`src/rtl/core/sem_pkg.sv`:
```
// Shared types, register indexes and constants for the Sobel edge magnitude block.
`default_nettype none

package sem_pkg;

    typedef logic [7:0]  t_pix;
    typedef logic [10:0] t_col_out;
    typedef logic [15:0] t_row;
    typedef logic [11:0] t_width;
    typedef logic [15:0] t_cfg_data;
    typedef logic [1:0]  t_cfg_idx;

    localparam t_cfg_idx IDX_IMAGE_WIDTH  = 2'd0;
    localparam t_cfg_idx IDX_IMAGE_HEIGHT = 2'd1;

    localparam t_width WIDTH_RESET  = 12'd640;
    localparam t_row   HEIGHT_RESET = 16'd480;

    localparam t_pix        MAG_MAX       = 8'd255;
    localparam logic [15:0] ROOT_BIT_INIT = 16'h4000;

    // controller -> datapath
    typedef struct packed {
        logic load;       // item accepted: latch pixel, read line store
        logic update;     // write line store, shift window, step counters
        logic grad;       // form gx, gy
        logic square;     // gx^2, gy^2
        logic sum;        // add squares, start root
        logic root_step;  // one root iteration
        logic out_load;   // move result into the output register
    } t_cmd;

    // datapath -> controller
    typedef struct packed {
        logic produce;    // current item is an interior pixel's trigger
        logic root_last;  // this root iteration is the final one
        logic out_full;   // output register still holds an untaken result
    } t_stat;

endpackage

`default_nettype wire

```
`src/rtl/core/sem_ctrl.sv`:
```
// Sequencer for the Sobel edge magnitude block: one item at a time.
`default_nettype none

module sem_ctrl (
    input  wire logic          i_clk,
    input  wire logic          i_rst_n,
    input  wire logic          i_pixel_valid,
    output logic               o_pixel_ready,
    input  wire sem_pkg::t_stat i_stat,
    output sem_pkg::t_cmd      o_cmd
);

    typedef enum logic [2:0] {
        S_IDLE,
        S_UPDATE,
        S_GRAD,
        S_SQUARE,
        S_SUM,
        S_ROOT,
        S_DONE
    } t_state;

    t_state r_state;
    t_state n_state;

    always_comb begin
        n_state = r_state;
        o_cmd   = '0;
        unique case (r_state)
            S_IDLE: begin
                if (i_pixel_valid) begin
                    o_cmd.load = 1'b1;
                    n_state    = S_UPDATE;
                end
            end
            S_UPDATE: begin
                o_cmd.update = 1'b1;
                n_state      = i_stat.produce ? S_GRAD : S_IDLE;
            end
            S_GRAD: begin
                o_cmd.grad = 1'b1;
                n_state    = S_SQUARE;
            end
            S_SQUARE: begin
                o_cmd.square = 1'b1;
                n_state      = S_SUM;
            end
            S_SUM: begin
                o_cmd.sum = 1'b1;
                n_state   = S_ROOT;
            end
            S_ROOT: begin
                o_cmd.root_step = 1'b1;
                if (i_stat.root_last) n_state = S_DONE;
            end
            S_DONE: begin
                // hold the result until the output register drains
                if (!i_stat.out_full) begin
                    o_cmd.out_load = 1'b1;
                    n_state        = S_IDLE;
                end
            end
            default: n_state = S_IDLE;
        endcase
    end

    assign o_pixel_ready = (r_state == S_IDLE);

    always_ff @(posedge i_clk) begin
        if (!i_rst_n) begin
            r_state <= S_IDLE;
        end else begin
            r_state <= n_state;
        end
    end

endmodule

`default_nettype wire

```
`config.mk`:
```
export PLATFORM = sky130hd
export DESIGN_NAME = sem_ctrl
export DESIGN_NICKNAME = d
export VERILOG_FILES = /design/src/rtl/core/sem_pkg.sv /design/src/rtl/core/sem_ctrl.sv
export SDC_FILE = /design/constraint.sdc
export NUM_CORES = 1
export LEC_CHECK = 0
export BUFFER_PORTS_ARGS = -buffer_cell sky130_fd_sc_hd__buf_2
export CORE_AREA = 2 2 39 41
export DETAILED_ROUTE_END_ITERATION = 10
export DIE_AREA = 0 0 41 43
export PLACE_DENSITY_LB_ADDON = 0.1
export SLEW_MARGIN = 20
export SYNTH_ARGS = -nofsm -noshare
export SYNTH_HDL_FRONTEND = slang
export SYNTH_SLANG_ARGS = --single-unit
```
`constraint.sdc`:
```
create_clock -name i_clk -period 1.8 [get_ports i_clk]
set_clock_uncertainty 0.15 [all_clocks]
set_input_delay 0.09 -clock i_clk [delete_from_list [all_inputs] [get_ports i_clk]]
set_output_delay 0.09 -clock i_clk [all_outputs]
set_load 0.05 [all_outputs]
```
# Yosys cells after proc, flatten, opt, wreduce, memory -nomap -nowiden
# Cells that the tools add are included.
# Widths: inputs -> output; s select.
[totals]
regBits = 3
inputBits = 6
out_inout_bits = 8
word_cells = 26
[op_classes]
n_eq_ne = 9
mux = 14
reduce_logical = 2
[op_table]
columns = ["operator", "n"]
rows = [
  ["$pmux 3 s7", 1],
  ["$eq 3x3->1 const B", 3],
  ["$mux 1", 9],
  ["$mux 3", 3],
  ["$eq 3x2->1 const B", 2],
  ["$ne 2x2->1 const B", 3],
  ["$eq 3x1->1 const B", 1],
  ["$logic_not 3->1", 1],
  ["$reduce_and 3->1", 1],
  ["$mux 2", 1],
]

# Depth between registers and ports, before layout
# Gate-level depths: netlist of run 1.
[logic_depth]
ltp_word = 3
depth_mapped = 4

# Worst setup path before layout of run 1
# No wires, ideal clock.
[synth_timing]
path_kind = "reg2out"
startpoint = "register r_state[0]"
endpoint = "output port o_cmd[6] (netlist name)"
arrival_time_ps = 2142
required_ps = 1560
slack_ps = -582
stages_incl_launch_ff = 4
n_path_buf = 1
cell_sequence = "dfxtp_1 -> buf_6 -> nor3_1 -> and2_1"
[synth_rtl]
columns = ["element", "line_no", "text"]
rows = [
  ["from (decl)", "sem_ctrl.sv:23", "t_state r_state;"],
  ["from (signal assigned)", "sem_ctrl.sv:73", "r_state <= n_state;"],
  ["to (decl)", "sem_ctrl.sv:10", "output sem_pkg::t_cmd o_cmd"],
]

==> results of run 1 <==
[critical path: stages, from the launching register on]
cell     delay [ps]
dfxtp_1         480
inv_2           100
nor4b_2         270
buf_2           300
[layer usage]
layer  vias to the layer above  routed length, µm  track usage [%]
met4                         0                  0             8.00
met3                         0                 46             3.14
met2                         9                298             10.6
met1                       126                289             11.5
met5                         -                  0                0
li1                        143                  -                -
[cells by family (layout without fill, tap and decap cells)]
logic type | Yosys count | in the layout | synth area share [%]
compound gates | 5 | 5 | 15.9
buf+inv | 5 | 21 | 15.9
flops | 3 | 3 | 23.2
simple gates | 20 | 20 | 44.9
[report_power, final]
part / leakage (nW) / internal (mW) / switching [mW]
clock: 0.0150 / 0.0831 / 0.0353
sequential: 0.0247 / 0.0734 / 0.0190
combinational: 0.127 / 0.0425 / 0.0821
total: 0.167 / 0.199 / 0.136
[per-stage QoR]
step	utilization [%]	setup TNS (ps)	setup slack, ps	cells
floorplan	-	-117	-114	33
global placement	23.2	0	434	59
detailed placement	23.2	0	412	59
CTS	26.6	0	160	65
global route	26.6	0	68.4	65
finish	26.6	0	177	65
[cell usage in the layout, fill, tap and decap left out]
| cell | count |
|---|---|
| inv_1 | 1 |
| dfxtp_1 | 3 |
| nor4b_2 | 1 |
| or3_1 | 1 |
| nor2_1 | 6 |
| o2111a_1 | 2 |
| clkbuf_4 | 3 |
| buf_2 | 13 |
| clkbuf_1 | 1 |
| or2b_1 | 1 |
| and3_2 | 1 |
| nor3b_1 | 2 |
| a21oi_1 | 2 |
| inv_2 | 1 |
| dlygate4sd3_1 | 2 |
| nor3_1 | 1 |
| and2_1 | 1 |
| nand2b_4 | 1 |
| nand2_1 | 3 |
| nor3_2 | 1 |
| o2bb2ai_1 | 1 |
| and2_2 | 1 |
[worst max-delay path by stage]
stage                                        from                      end  slack, ps  depth (start not counted)
final                     r_state[2]$_SDFFE_PN0P_                 o_cmd[0]        180                          3
after global routing      r_state[2]$_SDFFE_PN0P_                 o_cmd[0]         70                          3
after CTS                 r_state[2]$_SDFFE_PN0P_                 o_cmd[0]        160                          3
after detailed placement  r_state[0]$_SDFFE_PN0P_  r_state[1]$_SDFFE_PN0P_        410                          3
after global placement    r_state[2]$_SDFFE_PN0P_                 o_cmd[0]        430                          3
after floorplan           r_state[0]$_SDFFE_PN0P_                 o_cmd[6]       -110                          3
[final cells by class]
cell class / instances / share of cell area (%)
Clock buffer: 4 / 7.14
Inverter: 2 / 2.04
Multi-Input combinational cell: 25 / 45.9
Sequential cell: 3 / 16.3
Tap cell: 16 / 5.44
Timing Repair Buffer: 15 / 23.1
==> results by group, run 1 <==
Outcome
  • Outcome: finished, final reports clean

Floorplanning
  • Die X: 41 µm
  • Die area: 1760 µm²
  • Die height: between 40 and 50 µm
  • Site Rows: 14
  • # IOs: 14
  • Starting Density: 18.7%
  • Core Box Area: 1380 µm²

Worst setup path
  • RR Endpoint: r_state[1]$_SDFFE_PN0P_
  • CP endpoint kind: output pin
  • Reg-to-Reg Start: r_state[0]$_SDFFE_PN0P_
  • Worst R2R Setup Slack: ~400 ps
  • Worst Path Class, Setup: reg2out
  • R2R depth: 3
  • Peak fanout along the critical path: 8
  • Critical path data arrival time: 1380 ps
  • Critical Path RT: 1560 ps
  • CP startpoint kind: flip-flop

Global route
  • Vias in the first global route: around 260
  • Global route overflow: 0
  • Overall Global Routing Usage: approximately 8.8%
  • Initial antenna violation count: 0
  • Global-route wire length before repair: 1010 µm
  • Maximum number of pins on one net before global-route repair: 12

Clock tree
  • CTS Buffer Depth: 2
  • Post-CTS Hold Buffers: 2
  • CTS root buffer: clkbuf_4
  • CTS tree: yes
  • Setup Buffers After CTS: 0
  • Worst skew pair latency: 230 ps
  • Clock sink count: 3
  • CTS buffer count: 3
  • Cts repair resizes: 0
  • H-tree levels: 1
  • Reg clk slew, reported paths: 30 ps

Timing
  • Crit path time final: between 1500 and 2000 ps
  • Endpoints failing hold: 0
  • Final hold slack: 87.1 ps
  • Least-Margin Pin Slew: 446 ps
  • Slew Limit Fails: 0
  • Period utilization: approximately 90%
  • Unrepaired setup endpoints after global routing: false
  • FMAX: 0.616 GHz
  • Slew Limit Headroom: roughly 70%
  • Final setup vio count: 0

Drt
  • Drt wl/cell: 9.75 µm
  • First-pass DRT Iterations: 3
  • Total vias in the final route: 278
  • Routed Antenna Nets: 0
  • 1st-iter DRT viols: 3
  • Vias per cell: 4.28
  • Post-Route WL: 634 µm
  • Residual DRC count: 0

Cells and area
  • Max FFs per register: 3
  • Fillers: 156
  • Regs by FF count: r_state x3
  • Footprint of the multi-input gates: 169 µm²
  • Syn-to-layout area delta: 42.0%
  • Fraction of layout cells with a size suffix above 1: 44.9%
  • Final #Nets: 56
  • Register area: between 60 and 70 µm²
  • Post-route cell area: 368 µm²
  • Biggest register: r_state
  • # diodes: 0

Min path
  • Hold Crit Class: in2reg
  • Hold Path Depth: 3
  • HP Start: i_stat[0]
  • Worst Hold Endpoint: r_state[2]$_SDFFE_PN0P_

Yosys
  • Commonest cells post-synth: nor2_1, buf_6, dfxtp_1, nand2_1
  • Syn Nets: 39
  • Mapped Cells: 33
  • Top-area cell type share of the netlist area: 23.2%
  • Number of synthesized flops with an enable pin: 0
  • Synthesis warning total: 0
  • Sequential share of the synthesized area: between 20% and 30%
  • Largest cells by area after synthesis: dfxtp_1, buf_6, nor2_1, o2111a_1, nor3b_1
  • Synthesized flop and latch total: 3
  • Ys async rst share: 0%
  • Yosys cell types: 18
  • Most frequent cell after synthesis: nor2_1
  • Mapped Area: 259 µm²
  • Synthesized area per cell: a little under 8 µm²
  • Dominant cell type by area after synthesis: dfxtp_1
  • Primary FF master, synth: dfxtp_1

Power and ir drop
  • Total design power: between 0.3 and 0.4 mW
  • Peak VDD IR: 0.244 mV
  • Static Leak: 0.167 nW
  • PwrDens: 912 nW/µm²

Placement
  • GP Congestion: 0.719
  • Port bufs: 13
  • Detailed Place HPWL: around 490 µm
  • Dpl cell area: 322 µm²

Run
  • Max Cap Viol: 0
Note: power is estimated with default switching activity, not from simulation.
==> inputs of run 2 (changes only) <==
- ABC_AREA: not set -> 1
==> run 2 against run 1 <==
  * Synthesized area grew 4.8%
  * Clock power is essentially flat
  * Critical path depth is the same
  * Worst hold slack lost 48 ps
  * Global-route usage grew 0.19 points
  * Final cell count grew 14%
  * Synthesized cell count grew 27%
  * Maximum frequency grew 3.8%
  * Critical endpoint unchanged
  * Largest cell class unchanged
==> results by group, run 2 <==
Outcome
  • Outcome: finished, final reports clean

Cells and area
  • Syn-to-layout area delta: 36.4%
  • Regs by FF count: r_state x3
  • Most common cell after layout, fill and taps aside: buf_2
  • Max FFs per register: 3
  • Most frequent cells in the layout: buf_2, nor2_1, nand2_1
  • Fraction of layout cells with a size suffix above 1: between 40% and 50%
  • Fillers: 164
  • Final #Nets: 65
  • # diodes: 0
  • Biggest register: r_state

Global route
  • Initial antenna violation count: 0
  • Global-route wire length before repair: 1080 µm
  • Global route overflow: 0
  • Overall Global Routing Usage: 9.02%
  • Vias in the first global route: 276
  • Maximum number of pins on one net before global-route repair: 13

Clock tree
  • CTS buffer count: 3
  • CTS Buffer Depth: 2
  • Worst skew pair latency: around 230 ps
  • H-tree levels: 1
  • Reg clk slew, reported paths: around 40 ps
  • CTS tree: yes
  • Setup Buffers After CTS: 0
  • CTS root buffer: clkbuf_4
  • Clock sink count: 3
  • Cts repair resizes: 0

Floorplanning
  • Die X: ~40 µm
  • Starting Density: 19.6%
  • # IOs: 14
  • Die height: 43 µm
  • Core Box Area: 1380 µm²
  • Die area: 1760 µm²
  • Site Rows: 14

Worst setup path
  • Critical Path RT: 1560 ps
  • CP max stage delay: 560 ps
  • Worst R2R Setup Slack: 520 ps
  • CP max stage cell: dfxtp_1
  • Worst Path Class, Setup: reg2out
  • R2R depth: 5
  • CP Cell Sequence: nand3_1 > nor2_1 > buf_2
  • CP endpoint kind: output pin
  • Peak fanout along the critical path: 12
  • RR Endpoint: r_state[1]$_SDFFE_PN0P_
  • CP startpoint kind: flip-flop
  • Critical path data arrival time: 1320 ps
  • Reg-to-Reg Start: r_state[2]$_SDFFE_PN0P_

Timing
  • Endpoints failing hold: 0
  • Final setup vio count: 0
  • TNS Setup: 0 ps
  • Unrepaired setup endpoints after global routing: false
  • Slew Limit Headroom: about three quarters
  • Final hold slack: 39.5 ps
  • Least-Margin Pin Slew: 402 ps
  • Period utilization: 86.9%
  • Crit path time final: 1560 ps
  • FMAX: 0.640 GHz
  • Slew Limit Fails: 0

Yosys
  • Mapped Area: between 200 and 300 µm²
  • Primary FF master, synth: dfxtp_1
  • Syn Nets: 48
  • Largest cells by area after synthesis: dfxtp_1, nor2_1, buf_6, nand2_1, inv_1
  • Most frequent cell after synthesis: nor2_1
  • Top-area cell type share of the netlist area: 22.1%
  • Sequential share of the synthesized area: 22.1%
  • Synthesized flop and latch total: 3
  • Synthesized area per cell: between 6 and 7 µm²
  • Commonest cells post-synth: nor2_1, nand2_1, inv_1
  • Mapped Cells: 42
  • Yosys cell types: 17
  • Number of synthesized flops with an enable pin: 0
  • Synthesis warning total: 0
  • Ys async rst share: 0%
  • Dominant cell type by area after synthesis: dfxtp_1

Placement
  • GP Congestion: 0.633
  • Detailed Place HPWL: 508 µm
  • Port bufs: 13

Power and ir drop
  • Combinational power share: 41.1%
  • Total design power: ~0.35 mW
  • Peak VDD IR: around 0.26 mV
  • Seq pwr share: 25.8%
  • PwrDens: 954 nW/µm²
  • Psw: 0.155 mW
  • Sw frac: 44.0%
  • Clk pwr share: between 30 and 40%
  • Static Leak: around 0.2 nW
  • P_int: 0.198 mW

Run
  • Max Cap Viol: 0

Drt
  • M1 WL: around 290 µm
  • Uppermost routed layer: met3
  • Vias per cell: 4.27
  • Total vias in the final route: roughly 320
  • Drt wl/cell: 8.54 µm
  • First-pass DRT Iterations: 4
  • Length of routed met3 wiring: just over 30 µm
  • Met2 wire length: 310 µm
  • Post-Route WL: 632 µm
  • Routed Antenna Nets: 0
  • Residual DRC count: 0
  • 1st-iter DRT viols: 6

Min path
  • Worst Hold Endpoint: r_state[1]$_SDFFE_PN0P_
  • Hold Path Depth: 5
  • HP Start: i_stat[2]
  • Hold Crit Class: in2reg
## run 2: cell count changes in the layout (fill, tap and decap cells not counted), sizes merged, moves of 3 or more
cell | before | now
inv | 2 | 7
nor2 | 6 | 11
nand3 | 0 | 4
nand2 | 3 | 6
o21ai | 0 | 3
## run 2: worst max-delay path by stage
stage	startpoint	to	slack, ps
global placement	r_state[2]$_SDFFE_PN0P_	o_cmd[0]	490
global route	r_state[2]$_SDFFE_PN0P_	o_cmd[1]	110
finish	r_state[2]$_SDFFE_PN0P_	o_cmd[0]	240
floorplan	r_state[2]$_SDFFE_PN0P_	o_cmd[5]	20
CTS	r_state[2]$_SDFFE_PN0P_	o_cmd[0]	220
detailed placement	r_state[2]$_SDFFE_PN0P_	o_cmd[0]	480
## run 2: worst max-delay path: cells and delay by family (launching register included)
kind,cells,cell delay [ps]
buffers and inverters,1,260
and+or+nand+nor,2,270
DFF,1,560
## run 2: stage by stage
step,setup slack [ps],util [%],instances,cell area (µm²)
finish,237,26.8,74,370
global route,109,26.8,74,370
CTS,224,26.8,74,370
detailed placement,482,24.1,69,334
global placement,489,24.1,69,334
floorplan,21.1,-,42,272
## run 2: power groups by stage
stage | Clock (mW) | Sequential [mW] | Combinational (mW)
6_report | 0.117 | 0.0911 | 0.145
2_1_floorplan | 0 | 0.0805 | 0.132
3_5_place_dp | 0 | 0.0920 | 0.146
4_1_cts | 0.125 | 0.0909 | 0.147
3_3_place_gp | 0 | 0.0928 | 0.147
5_1_grt | 0.128 | 0.0934 | 0.159
## run 2: layout make-up
type                            count  area [µm²]  share of cell area [%]
Multi-Input combinational cell     30         163                    43.9
Timing Repair Buffer               14        75.1                    20.3
Tap cell                           16        20.0                    5.41
Sequential cell                     3        60.1                    16.2
Inverter                            7        26.3                    7.09
Clock buffer                        4        26.3                    7.09
## run 2: layer usage
layer / vias up / track usage [%]
met5: - / 0
met4: 0 / 8.00
met3: 0 / 1.57
met2: 6 / 11.3
met1: 144 / 12.5
li1: 166 / -
## run 2: cell families after synthesis
family          after synthesis  share of synthesized area, %
simple gates                 25                          47.5
flops                         3                          22.1
compound gates                5                          12.4
buf+inv                       9                          18.0
## run 2: repair_timing
item / 4_1_cts / 5_1_grt
endpoints found under the hold margin: 3 / 0
hold buffers: 1 / 0
endpoints found under the setup margin: 0 / 0
